**src/rtl/cba_pkg.sv**
```systemverilog
// Shared types and constants for the cubic Bezier arc length block.
package cba_pkg;

    localparam int COORD_W    = 24;
    localparam int DIFF_W     = 25;
    localparam int MUL_W      = 26;
    localparam int PROD_W     = 52;
    localparam int SQ_W       = 50;
    localparam int T_W        = 17;
    localparam int SEG_W      = 9;
    localparam int LEN_W      = 33;
    localparam int CNT_W      = 5;
    localparam int STAGE_W    = 3;
    localparam int DIV_STEPS  = 17;
    localparam int ROOT_STEPS = 25;
    localparam int LAST_STAGE = 5;
    localparam logic [SEG_W-1:0] SEG_RESET = 9'd20;

    typedef enum logic [3:0] {
        OP_NOP,
        OP_LOAD,
        OP_DIV,
        OP_TSTEP,
        OP_MUL,
        OP_MIXWR,
        OP_SQMUL,
        OP_SQWR,
        OP_RINIT,
        OP_ROOT,
        OP_ACC,
        OP_OUT
    } t_op;

    typedef struct packed {
        t_op                op;
        logic [STAGE_W-1:0] stage;
        logic               axis;
    } t_cmd;

endpackage

```
**src/rtl/cba_ctrl.sv**
```systemverilog
// Sequencer that steps the datapath through divide, interpolate, square and root.
module cba_ctrl (
    input  logic                        i_clk,
    input  logic                        i_rst_n,
    input  logic                        i_valid,
    output logic                        o_stall,
    output logic                        o_valid,
    input  logic                        i_stall,
    input  logic [cba_pkg::SEG_W-1:0]   i_seg_n,
    output cba_pkg::t_cmd               o_cmd
);

    typedef enum logic [3:0] {
        S_IDLE, S_DIV, S_TSTEP, S_MUL, S_MIXWR, S_SQMUL, S_SQWR,
        S_RINIT, S_ROOT, S_ACC, S_DONE
    } t_state;

    t_state                       r_state, n_state;
    logic [cba_pkg::CNT_W-1:0]    r_cnt, n_cnt;
    logic [cba_pkg::STAGE_W-1:0]  r_stage, n_stage;
    logic                         r_axis, n_axis;
    logic [cba_pkg::SEG_W-1:0]    r_seg, n_seg;
    logic                         r_ovalid, n_ovalid;
    logic                         out_load;

    assign o_stall = (r_state != S_IDLE);
    assign o_valid = r_ovalid;
    assign out_load = (r_state == S_DONE) && (!r_ovalid || !i_stall);

    always_comb begin
        o_cmd.op    = cba_pkg::OP_NOP;
        o_cmd.stage = r_stage;
        o_cmd.axis  = r_axis;
        case (r_state)
            S_IDLE:  o_cmd.op = i_valid ? cba_pkg::OP_LOAD : cba_pkg::OP_NOP;
            S_DIV:   o_cmd.op = cba_pkg::OP_DIV;
            S_TSTEP: o_cmd.op = cba_pkg::OP_TSTEP;
            S_MUL:   o_cmd.op = cba_pkg::OP_MUL;
            S_MIXWR: o_cmd.op = cba_pkg::OP_MIXWR;
            S_SQMUL: o_cmd.op = cba_pkg::OP_SQMUL;
            S_SQWR:  o_cmd.op = cba_pkg::OP_SQWR;
            S_RINIT: o_cmd.op = cba_pkg::OP_RINIT;
            S_ROOT:  o_cmd.op = cba_pkg::OP_ROOT;
            S_ACC:   o_cmd.op = cba_pkg::OP_ACC;
            S_DONE:  o_cmd.op = out_load ? cba_pkg::OP_OUT : cba_pkg::OP_NOP;
            default: o_cmd.op = cba_pkg::OP_NOP;
        endcase
    end

    always_comb begin
        n_state  = r_state;
        n_cnt    = r_cnt;
        n_stage  = r_stage;
        n_axis   = r_axis;
        n_seg    = r_seg;
        n_ovalid = r_ovalid && i_stall;
        case (r_state)
            S_IDLE: begin
                if (i_valid) begin
                    n_cnt   = '0;
                    n_seg   = cba_pkg::SEG_W'(1);
                    n_state = (i_seg_n == '0) ? S_DONE : S_DIV;
                end
            end
            S_DIV: begin
                n_cnt = r_cnt + 1'b1;
                if (r_cnt == cba_pkg::CNT_W'(cba_pkg::DIV_STEPS - 1)) begin
                    n_state = S_TSTEP;
                end
            end
            S_TSTEP: begin
                n_stage = '0;
                n_axis  = 1'b0;
                n_state = S_MUL;
            end
            S_MUL: n_state = S_MIXWR;
            S_MIXWR: begin
                if (r_stage == cba_pkg::STAGE_W'(cba_pkg::LAST_STAGE)) begin
                    n_stage = '0;
                    if (!r_axis) begin
                        n_axis  = 1'b1;
                        n_state = S_MUL;
                    end else begin
                        n_axis  = 1'b0;
                        n_state = S_SQMUL;
                    end
                end else begin
                    n_stage = r_stage + 1'b1;
                    n_state = S_MUL;
                end
            end
            S_SQMUL: n_state = S_SQWR;
            S_SQWR: begin
                if (!r_axis) begin
                    n_axis  = 1'b1;
                    n_state = S_SQMUL;
                end else begin
                    n_axis  = 1'b0;
                    n_state = S_RINIT;
                end
            end
            S_RINIT: begin
                n_cnt   = '0;
                n_state = S_ROOT;
            end
            S_ROOT: begin
                n_cnt = r_cnt + 1'b1;
                if (r_cnt == cba_pkg::CNT_W'(cba_pkg::ROOT_STEPS - 1)) begin
                    n_state = S_ACC;
                end
            end
            S_ACC: begin
                if (r_seg == i_seg_n) begin
                    n_state = S_DONE;
                end else begin
                    n_seg   = r_seg + 1'b1;
                    n_state = S_TSTEP;
                end
            end
            S_DONE: begin
                if (out_load) begin
                    n_ovalid = 1'b1;
                    n_state  = S_IDLE;
                end
            end
            default: n_state = S_IDLE;
        endcase
    end

    always_ff @(posedge i_clk) begin
        if (!i_rst_n) begin
            r_state  <= S_IDLE;
            r_cnt    <= '0;
            r_stage  <= '0;
            r_axis   <= 1'b0;
            r_seg    <= '0;
            r_ovalid <= 1'b0;
        end else begin
            r_state  <= n_state;
            r_cnt    <= n_cnt;
            r_stage  <= n_stage;
            r_axis   <= n_axis;
            r_seg    <= n_seg;
            r_ovalid <= n_ovalid;
        end
    end

    // A finished result never overwrites one that is still stalled.
    a_hold_done: assert property (@(posedge i_clk) disable iff (!i_rst_n)
        (r_state == S_DONE && r_ovalid && i_stall) |=> (r_state == S_DONE))
        else $error("result loaded over a stalled beat");

    a_root_len: assert property (@(posedge i_clk) disable iff (!i_rst_n)
        (r_state == S_ROOT && r_cnt == cba_pkg::CNT_W'(cba_pkg::ROOT_STEPS - 1))
        |=> (r_state == S_ACC))
        else $error("square root did not finish on time");

    a_seg_range: assert property (@(posedge i_clk) disable iff (!i_rst_n)
        (r_state == S_ACC) |-> (r_seg != '0 && r_seg <= i_seg_n))
        else $error("segment index out of range");

    a_tstep_clean: assert property (@(posedge i_clk) disable iff (!i_rst_n)
        (r_state == S_TSTEP) |=> (r_state == S_MUL && r_stage == '0 && !r_axis))
        else $error("segment did not start at the first stage");

endmodule

```
**src/rtl/cba_dpath.sv**
```systemverilog
// Arithmetic datapath: divide, t stepping, shared multiplier, interpolation, square root, sum.
module cba_dpath (
    input  logic                                 i_clk,
    input  cba_pkg::t_cmd                        i_cmd,
    input  logic [cba_pkg::SEG_W-1:0]            i_seg_n,
    input  logic signed [cba_pkg::COORD_W-1:0]   i_pts_x [4],
    input  logic signed [cba_pkg::COORD_W-1:0]   i_pts_y [4],
    output logic [cba_pkg::LEN_W-1:0]            o_arc_length
);

    logic signed [cba_pkg::COORD_W-1:0] r_px [4];
    logic signed [cba_pkg::COORD_W-1:0] r_py [4];
    logic signed [cba_pkg::COORD_W-1:0] r_w [3];
    logic signed [cba_pkg::COORD_W-1:0] r_cx, r_cy, r_prevx, r_prevy;
    logic [cba_pkg::T_W-1:0]            r_t, r_dq;
    logic [cba_pkg::SEG_W-1:0]          r_tr;
    logic [cba_pkg::SEG_W:0]            r_drem;
    logic signed [cba_pkg::PROD_W-1:0]  r_prod;
    logic [cba_pkg::SQ_W-1:0]           r_sum, r_rem, r_root, r_bit;
    logic [cba_pkg::LEN_W-1:0]          r_total, r_arc;

    logic signed [cba_pkg::COORD_W-1:0] opa, opb, dsel;
    logic signed [cba_pkg::DIFF_W-1:0]  diff, dx, dy, dd;
    logic signed [cba_pkg::MUL_W-1:0]   ma, mb, mix_sum;
    logic signed [cba_pkg::PROD_W-1:0]  n_prod;
    logic [cba_pkg::SEG_W:0]            div_trial, tr_sum;
    logic                               div_ge, tr_ge;
    logic [cba_pkg::SQ_W-1:0]           root_trial;
    logic [cba_pkg::LEN_W:0]            acc_sum;
    logic                               is_sq;

    function automatic logic signed [cba_pkg::DIFF_W-1:0] DIFF_EXT(
        input logic signed [cba_pkg::COORD_W-1:0] v);
        DIFF_EXT = cba_pkg::DIFF_W'(v);
    endfunction

    // Operand pair of the de Casteljau step selected by stage and axis.
    always_comb begin
        case (i_cmd.stage)
            3'd0: begin opa = i_cmd.axis ? r_py[0] : r_px[0];
                        opb = i_cmd.axis ? r_py[1] : r_px[1]; end
            3'd1: begin opa = i_cmd.axis ? r_py[1] : r_px[1];
                        opb = i_cmd.axis ? r_py[2] : r_px[2]; end
            3'd2: begin opa = i_cmd.axis ? r_py[2] : r_px[2];
                        opb = i_cmd.axis ? r_py[3] : r_px[3]; end
            3'd4: begin opa = r_w[1]; opb = r_w[2]; end
            default: begin opa = r_w[0]; opb = r_w[1]; end
        endcase
    end

    assign diff = DIFF_EXT(opb) - DIFF_EXT(opa);
    assign dx   = DIFF_EXT(r_cx) - DIFF_EXT(r_prevx);
    assign dy   = DIFF_EXT(r_cy) - DIFF_EXT(r_prevy);
    assign dd   = i_cmd.axis ? dy : dx;
    assign dsel = opa;
    assign is_sq = (i_cmd.op == cba_pkg::OP_SQMUL);
    assign ma   = is_sq ? cba_pkg::MUL_W'(dd) : cba_pkg::MUL_W'(diff);
    assign mb   = is_sq ? cba_pkg::MUL_W'(dd)
                        : $signed({{(cba_pkg::MUL_W - cba_pkg::T_W){1'b0}}, r_t});
    assign n_prod  = cba_pkg::PROD_W'(ma) * cba_pkg::PROD_W'(mb);
    // a + floor((b - a) * t / 2^16), the same as the floor of the weighted sum.
    assign mix_sum = cba_pkg::MUL_W'(dsel) + r_prod[41:16];

    assign div_trial = {r_drem[cba_pkg::SEG_W-1:0], r_dq[cba_pkg::T_W-1]};
    assign div_ge    = div_trial >= {1'b0, i_seg_n};
    assign tr_sum    = {1'b0, r_tr} + r_drem;
    assign tr_ge     = tr_sum >= {1'b0, i_seg_n};
    assign root_trial = r_root + r_bit;
    assign acc_sum   = {1'b0, r_total} + (cba_pkg::LEN_W + 1)'(r_root);

    always_ff @(posedge i_clk) begin
        case (i_cmd.op)
            cba_pkg::OP_LOAD: begin
                r_px    <= i_pts_x;
                r_py    <= i_pts_y;
                r_prevx <= i_pts_x[0];
                r_prevy <= i_pts_y[0];
                r_t     <= '0;
                r_tr    <= '0;
                r_dq    <= cba_pkg::T_W'(1) << (cba_pkg::T_W - 1);
                r_drem  <= '0;
                r_total <= '0;
            end
            cba_pkg::OP_DIV: begin
                r_drem <= div_ge ? (div_trial - {1'b0, i_seg_n}) : div_trial;
                r_dq   <= {r_dq[cba_pkg::T_W-2:0], div_ge};
            end
            cba_pkg::OP_TSTEP: begin
                r_tr <= tr_ge ? cba_pkg::SEG_W'(tr_sum - {1'b0, i_seg_n})
                              : tr_sum[cba_pkg::SEG_W-1:0];
                r_t  <= r_t + r_dq + cba_pkg::T_W'(tr_ge);
            end
            cba_pkg::OP_MUL, cba_pkg::OP_SQMUL: r_prod <= n_prod;
            cba_pkg::OP_MIXWR: begin
                case (i_cmd.stage)
                    3'd0, 3'd3: r_w[0] <= mix_sum[cba_pkg::COORD_W-1:0];
                    3'd1, 3'd4: r_w[1] <= mix_sum[cba_pkg::COORD_W-1:0];
                    3'd2:       r_w[2] <= mix_sum[cba_pkg::COORD_W-1:0];
                    default: begin
                        if (i_cmd.axis) r_cy <= mix_sum[cba_pkg::COORD_W-1:0];
                        else            r_cx <= mix_sum[cba_pkg::COORD_W-1:0];
                    end
                endcase
            end
            cba_pkg::OP_SQWR: begin
                r_sum <= i_cmd.axis ? r_sum + r_prod[cba_pkg::SQ_W-1:0]
                                    : r_prod[cba_pkg::SQ_W-1:0];
            end
            cba_pkg::OP_RINIT: begin
                r_rem  <= r_sum;
                r_root <= '0;
                r_bit  <= cba_pkg::SQ_W'(1) << (2 * (cba_pkg::ROOT_STEPS - 1));
            end
            cba_pkg::OP_ROOT: begin
                if (r_rem >= root_trial) begin
                    r_rem  <= r_rem - root_trial;
                    r_root <= (r_root >> 1) + r_bit;
                end else begin
                    r_root <= r_root >> 1;
                end
                r_bit <= r_bit >> 2;
            end
            cba_pkg::OP_ACC: begin
                r_total <= acc_sum[cba_pkg::LEN_W] ? '1 : acc_sum[cba_pkg::LEN_W-1:0];
                r_prevx <= r_cx;
                r_prevy <= r_cy;
            end
            cba_pkg::OP_OUT: r_arc <= r_total;
            default: ;
        endcase
    end

    assign o_arc_length = r_arc;

endmodule

```
**src/rtl/cubic_bezier_arc_length.sv**
```systemverilog
// Top level of the cubic Bezier arc length block: config register, sequencer, datapath.
//
//  Channel  | Direction | Handshake          | Payload
//  ---------+-----------+--------------------+------------------------------------
//  input    | in        | i_valid / o_stall  | i_start_*, i_ctrl_a_*, i_ctrl_b_*, i_end_*
//  result   | out       | o_valid / i_stall  | o_arc_length
//  config   | in        | i_cfg_we           | i_cfg_data (segment count)
//
// After acceptance the sequencer runs the 17-step divide that finds the t increment.
// Then, for each of n points, where n is the segment count clamped to MAX_SEGMENTS, it
// steps t, runs the twelve interpolations and the two squares on the single shared
// multiplier, each with a multiply and a write state, takes the one bit per cycle square
// root and adds it to the sum. Last it loads the result beat; when n is zero it goes
// straight to the load. The next curve can be taken in the cycle after the load.
// Reset is synchronous and active low; it returns the segment count to 20 and empties
// the result register. The input side stalls while a curve is in progress, and a
// finished result waits in the sequencer until the output register is free.
module cubic_bezier_arc_length #(
    parameter int MAX_SEGMENTS = 256
) (
    input  logic                                i_clk,
    input  logic                                i_rst_n,
    input  logic                                i_valid,
    output logic                                o_stall,
    input  logic signed [cba_pkg::COORD_W-1:0]  i_start_x,
    input  logic signed [cba_pkg::COORD_W-1:0]  i_start_y,
    input  logic signed [cba_pkg::COORD_W-1:0]  i_ctrl_a_x,
    input  logic signed [cba_pkg::COORD_W-1:0]  i_ctrl_a_y,
    input  logic signed [cba_pkg::COORD_W-1:0]  i_ctrl_b_x,
    input  logic signed [cba_pkg::COORD_W-1:0]  i_ctrl_b_y,
    input  logic signed [cba_pkg::COORD_W-1:0]  i_end_x,
    input  logic signed [cba_pkg::COORD_W-1:0]  i_end_y,
    output logic                                o_valid,
    input  logic                                i_stall,
    output logic [cba_pkg::LEN_W-1:0]           o_arc_length,
    input  logic                                i_cfg_we,
    input  logic [cba_pkg::SEG_W-1:0]           i_cfg_data
);

    // Wide enough to compare the register against any legal MAX_SEGMENTS.
    localparam int CMP_W = 13;

    logic [cba_pkg::SEG_W-1:0]          r_seg_count;
    logic [cba_pkg::SEG_W-1:0]          seg_n;
    cba_pkg::t_cmd                      cmd;
    logic signed [cba_pkg::COORD_W-1:0] pts_x [4];
    logic signed [cba_pkg::COORD_W-1:0] pts_y [4];

    always_ff @(posedge i_clk) begin
        if (!i_rst_n) begin
            r_seg_count <= cba_pkg::SEG_RESET;
        end else if (i_cfg_we) begin
            r_seg_count <= i_cfg_data;
        end
    end

    // The register keeps what was written; counts above the limit run at the limit.
    // When the limit is below the register value it fits in the register width.
    assign seg_n = (CMP_W'(r_seg_count) > CMP_W'(MAX_SEGMENTS))
                 ? cba_pkg::SEG_W'(MAX_SEGMENTS) : r_seg_count;

    assign pts_x[0] = i_start_x;
    assign pts_x[1] = i_ctrl_a_x;
    assign pts_x[2] = i_ctrl_b_x;
    assign pts_x[3] = i_end_x;
    assign pts_y[0] = i_start_y;
    assign pts_y[1] = i_ctrl_a_y;
    assign pts_y[2] = i_ctrl_b_y;
    assign pts_y[3] = i_end_y;

    cba_ctrl u_ctrl (
        .i_clk   (i_clk),
        .i_rst_n (i_rst_n),
        .i_valid (i_valid),
        .o_stall (o_stall),
        .o_valid (o_valid),
        .i_stall (i_stall),
        .i_seg_n (seg_n),
        .o_cmd   (cmd)
    );

    cba_dpath u_dpath (
        .i_clk        (i_clk),
        .i_cmd        (cmd),
        .i_seg_n      (seg_n),
        .i_pts_x      (pts_x),
        .i_pts_y      (pts_y),
        .o_arc_length (o_arc_length)
    );

endmodule

```
**config.mk**
```make
export PLATFORM = sky130hd
export DESIGN_NAME = cubic_bezier_arc_length
export DESIGN_NICKNAME = d
export VERILOG_FILES = /design/src/rtl/cba_pkg.sv /design/src/rtl/cba_ctrl.sv /design/src/rtl/cba_dpath.sv /design/src/rtl/cubic_bezier_arc_length.sv
export SDC_FILE = /design/constraint.sdc
export NUM_CORES = 2
export LEC_CHECK = 0
export BUFFER_PORTS_ARGS = -buffer_cell sky130_fd_sc_hd__buf_2
export CAP_MARGIN = 10
export CORE_ASPECT_RATIO = 0.8
export CORE_MARGIN = 2
export CORE_UTILIZATION = 26
export CTS_BUF_LIST = sky130_fd_sc_hd__clkbuf_8
export DETAILED_ROUTE_END_ITERATION = 8
export GPL_TIMING_DRIVEN = 0
export PLACE_DENSITY = 0.48
export SYNTH_ARGS = -nofsm -noshare
export SYNTH_HDL_FRONTEND = slang
export SYNTH_SLANG_ARGS = --single-unit
```
**constraint.sdc**
```tcl
create_clock -name i_clk -period 14.38 [get_ports i_clk]
set_clock_uncertainty 0.1 [all_clocks]
set_input_delay 2.876 -clock i_clk [delete_from_list [all_inputs] [get_ports i_clk]]
set_output_delay 2.876 -clock i_clk [all_outputs]
set_load 0.02 [all_outputs]
```
==> impl_metrics.sql <==
INSERT INTO impl_metrics (metric_group, metric, value, unit) VALUES
('floorplanning', 'design.die.area', '268000', 'um2'),
('sta', 'final_min_period_over_clock_period', '0.983', ''),
('cells_and_area', 'area_growth_syn_to_layout', '13.6', '%'),
('clock_network', 'cts_root_buf', 'sky130_fd_sc_hd__clkbuf_8', ''),
('floorplanning', 'floorplan.rows', '168', ''),
('sta', 'max_freq', '0.0708', 'GHz'),
('drt', 'drt-initial-drc-count', '5613', ''),
('clock_network', 'clock_pin_slew_worst_setup_and_hold_paths', '0.07', 'ns'),
('sta', 'finalHoldViolations', '0', ''),
('drt', 'detailedRoute.firstPassIterationCount', '6', ''),
('cells_and_area', 'stdcell_count', '11000', ''),
('drt', 'final_antenna_net_count', '0', ''),
('sta', 'maxSlewViolCount', '0', ''),
('global_route', 'first_global_vias', '54000', ''),
('clock_network', 'worstSkewPairLatency', '0.91', 'ns'),
('floorplanning', 'ioPinCount', '241', ''),
('clock_network', 'cts_buffers', '144', ''),
('drt', 'wl_per_cell', '23.9', 'um'),
('synth', 'yosys_warnings', '0', ''),
('synth', 'synth_nets', '8278', ''),
('setup_path', 'critical-path-top-cell-by-count', 'sky130_fd_sc_hd__fa_1', ''),
('sta', 'report.final.setup_viol', '0', ''),
('setup_path', 'worst_setup_path_start_kind', 'flop', ''),
('clock_network', 'cts.htree.levels', '4', ''),
('placed_design', 'gp_congestion', '1.00', ''),
('setup_path', 'setup.worst_path.class', 'reg -> reg', ''),
('synth', 'synth_top_flop_cell', 'sky130_fd_sc_hd__edfxtp_1', ''),
('drt', 'drcViolationCount', '0', ''),
('setup_path', 'critPathSlowestCell', 'sky130_fd_sc_hd__clkdlybuf4s15_1', ''),
('hold_path', 'hold_path.class', 'reg -> reg', ''),
('drt', 'via_count', '54200', ''),
('setup_path', 'cp_slowest_stage_delay', '0.77', 'ns'),
('clock_network', 'cts.path.max_buffers', '3', ''),
('drt', 'route.detailed.vias_per_inst', '4.95', ''),
('outcome', 'outcome', 'complete, no violations', ''),
('synth', 'synth_xor_area_frac', '0.0452', ''),
('synth', 'synth_compound_area_frac', '0.132', ''),
('sta', 'period_minus_slack', '14.13', 'ns'),
('sta', 'timing.max_slew.rel_slack', '0.0405', ''),
('floorplanning', 'coreArea', '262000', 'um2'),
('setup_path', 'crit_path_max_fanout', '10', ''),
('placed_design', 'dpl.hpwl', '215', 'mm'),
('global_route', 'grt_max_degree', '103', ''),
('synth', 'synth-simple-area-share', '0.129', ''),
('synth', 'synth_top_family_by_area', 'adder cells', ''),
('global_route', 'grt_overflow_total', '0', ''),
('clock_network', 'cts.sink_count', '736', ''),
('cells_and_area', 'final_net_count', '8725', ''),
('synth', 'synthArstFlopShare', '0', ''),
('setup_path', 'cp_data_required_time', '14.96', 'ns'),
('clock_network', 'cts_tree', 'done', ''),
('global_route', 'first_pass_grt_wire_length', '378', 'mm'),
('synth', 'synth_adder_area_share', '0.287', ''),
('sta', 'finalSetupTns', '0', 'ns'),
('synth', 'synth_enable_flop_cells', '704', ''),
('synth', 'ys_seq_area_frac', '0.317', ''),
('job', 'drv.max_cap_violation_count', '0', ''),
('synth', 'synthesis.instances', '6915', ''),
('placed_design', 'numPortBuffers', '239', ''),
('synth', 'yosysUniqueCellTypes', '108', ''),
('setup_path', 'worstPathArrival', '14.71', 'ns'),
('setup_path', 'crit_path_end_kind', 'flop', ''),
('floorplanning', 'initial_utilization', '0.262', ''),
('global_route', 'gr-usage-all-layers', '0.194', ''),
('cells_and_area', 'drive_gt1_frac', '0.0987', ''),
('sta', 'tightestPinTransition', '1.44', 'ns'),
('global_route', 'grt_antenna_before_repair', '28', ''),
('synth', 'synth_area_per_cell', '9.92', 'um2'),
('synth', 'synth_area', '68600', 'um2'),
('floorplanning', 'die_x', '578', 'um'),
('synth', 'synth_mux_area_frac', '0.0242', ''),
('placed_design', 'post-place-cells', '10700', ''),
('placed_design', 'pre_cts_slack', '-2.73', 'ns'),
('floorplanning', 'die_height', '463', 'um'),
('sta', 'post-route-worst-setup-slack', '0.247', 'ns'),
('sta', 'whs', '0.368', 'ns'),
('synth', 'postSynthRegisterBits', '736', ''),
('drt', 'drt_wl_total', '262', 'mm');
-- critical path, delay by kind of cell (launching register included) --
| family | cells | cell delay, ns |
|---|---|---|
| buffers and inverters | 10 | 2.34 |
| flip-flops | 1 | 0.49 |
| XOR/XNOR | 2 | 0.51 |
| adder cells (fa/ha/maj) | 10 | 4.43 |
| AO/OA/AOI/OAI | 18 | 4.72 |
| AND/OR/NAND/NOR | 5 | 1.24 |
-- layer usage --
layer / vias to the layer above / GRT usage / part of all wire
met5: - / 0 / 0.00013
met4: 6 / 0.0573 / 0.030
met3: 368 / 0.0526 / 0.098
met2: 2162 / 0.270 / 0.40
met1: 27200 / 0.287 / 0.47
li1: 24500 / - / -
-- what timing repair did --
| action | CTS | global route |
|---|---|---|
| buffers inserted | 6 | 9 |
| cloned | 0 | 0 |
| pin swaps | 2 | 0 |
| hold endpoints to repair | 0 | 0 |
| resized for setup | 54 | 33 |
| hold buffers | 0 | 0 |
| endpoints found under the setup margin | 32 | 16 |
-- stage by stage --
step | utilization | area (um2)
floorplan | - | 68600
global placement | 0.283 | 74200
detailed placement | 0.286 | 74800
CTS | 0.296 | 77700
global route | 0.297 | 77900
finish | 0.297 | 77900
-- registers in the layout, summed over array words and instances, names as in the netlist, 50 cells and up --
name and flops:
u_dpath.r_py 96, u_dpath.r_prod 50, u_dpath.r_w 72, u_dpath.r_root 50
u_dpath.r_sum 50, u_dpath.r_rem 50, u_dpath.r_px 96
-- cell families (layout without fill, tap and decap cells) --
group | after synthesis | in the layout
simple gates | 1955 | 1955
compound gates | 1374 | 1374
buf+inv | 1177 | 1739
fa+ha+maj | 1158 | 1158
flops | 736 | 736
xor+xnor | 354 | 354
mux | 160 | 160
other cells | 1 | 7
-- synthesized netlist by cell type (27+ instances only) --
library cell	count	area share
sky130_fd_sc_hd__inv_1	928	0.051
sky130_fd_sc_hd__nand2_1	834	0.046
sky130_fd_sc_hd__edfxtp_1	704	0.31
sky130_fd_sc_hd__fa_1	689	0.20
sky130_fd_sc_hd__nor2_1	509	0.028
sky130_fd_sc_hd__ha_1	468	0.085
sky130_fd_sc_hd__a21oi_1	337	0.025
sky130_fd_sc_hd__o21ai_0	246	0.018
sky130_fd_sc_hd__xnor2_1	208	0.027
sky130_fd_sc_hd__clkbuf_1	188	0.010
sky130_fd_sc_hd__a21o_1	158	0.017
sky130_fd_sc_hd__xor2_1	146	0.019
sky130_fd_sc_hd__mux2i_1	111	0.016
sky130_fd_sc_hd__nor3_1	87	0.0063
sky130_fd_sc_hd__and3_1	84	0.0077
sky130_fd_sc_hd__o21a_1	80	0.0088
sky130_fd_sc_hd__nor2b_1	73	0.0067
sky130_fd_sc_hd__nand2b_1	69	0.0063
sky130_fd_sc_hd__nand3_1	69	0.0050
sky130_fd_sc_hd__a31oi_1	65	0.0059
sky130_fd_sc_hd__and2_1	62	0.0057
sky130_fd_sc_hd__o21bai_1	60	0.0066
sky130_fd_sc_hd__mux2_2	49	0.0080
sky130_fd_sc_hd__a211oi_1	45	0.0049
sky130_fd_sc_hd__o211ai_1	42	0.0046
sky130_fd_sc_hd__o21ai_1	42	0.0031
sky130_fd_sc_hd__nand4_1	40	0.0036
sky130_fd_sc_hd__o22ai_1	40	0.0036
sky130_fd_sc_hd__dfxtp_1	32	0.0093
sky130_fd_sc_hd__o31ai_1	32	0.0035
sky130_fd_sc_hd__or3_1	32	0.0029
sky130_fd_sc_hd__buf_2	27	0.0020
-- area by class of cell --
type | instances | area (um2)
sequential | 736 | 21800
tap | 3485 | 4360
clock buffer | 149 | 2050
inverter | 933 | 3520
clock inverter | 112 | 639
buffer | 241 | 1050
multi-input combinational | 5002 | 42600
fill | 27400 | 184000
antenna | 6 | 15.0
timing repair buffer | 304 | 1930
-- worst paths after layout --
kind | start | endpoint | slack [ns] | cells after the start
setup / recovery | u_ctrl.r_stage[2]$_SDFFE_PN0P_ | u_dpath.r_prod[49]$_DFFE_PP_ | 0.25 | 45
hold / removal | u_dpath.r_total[28]$_SDFFCE_PN0P_ | u_dpath.o_arc_length[28]$_DFFE_PN_ | 0.37 | 0
setup reg to reg | u_ctrl.r_stage[2]$_SDFFE_PN0P_ | u_dpath.r_prod[49]$_DFFE_PP_ | 0.25 | 45
hold reg to reg | u_dpath.r_total[28]$_SDFFCE_PN0P_ | u_dpath.o_arc_length[28]$_DFFE_PN_ | 0.37 | 0
-- cell usage in the layout, fill, tap and decap left out, types with 207 or more instances in the layout --
cell type and n:
sky130_fd_sc_hd__inv_1 959, sky130_fd_sc_hd__nand2_1 831, sky130_fd_sc_hd__edfxtp_1 704, sky130_fd_sc_hd__fa_1 687
sky130_fd_sc_hd__nor2_1 504, sky130_fd_sc_hd__ha_1 468, sky130_fd_sc_hd__a21oi_1 333, sky130_fd_sc_hd__buf_2 269
sky130_fd_sc_hd__o21ai_0 244, sky130_fd_sc_hd__xnor2_1 207
Power is not shown: default switching activity piles up to over one toggle a cycle in this logic, so the estimate is an artifact.
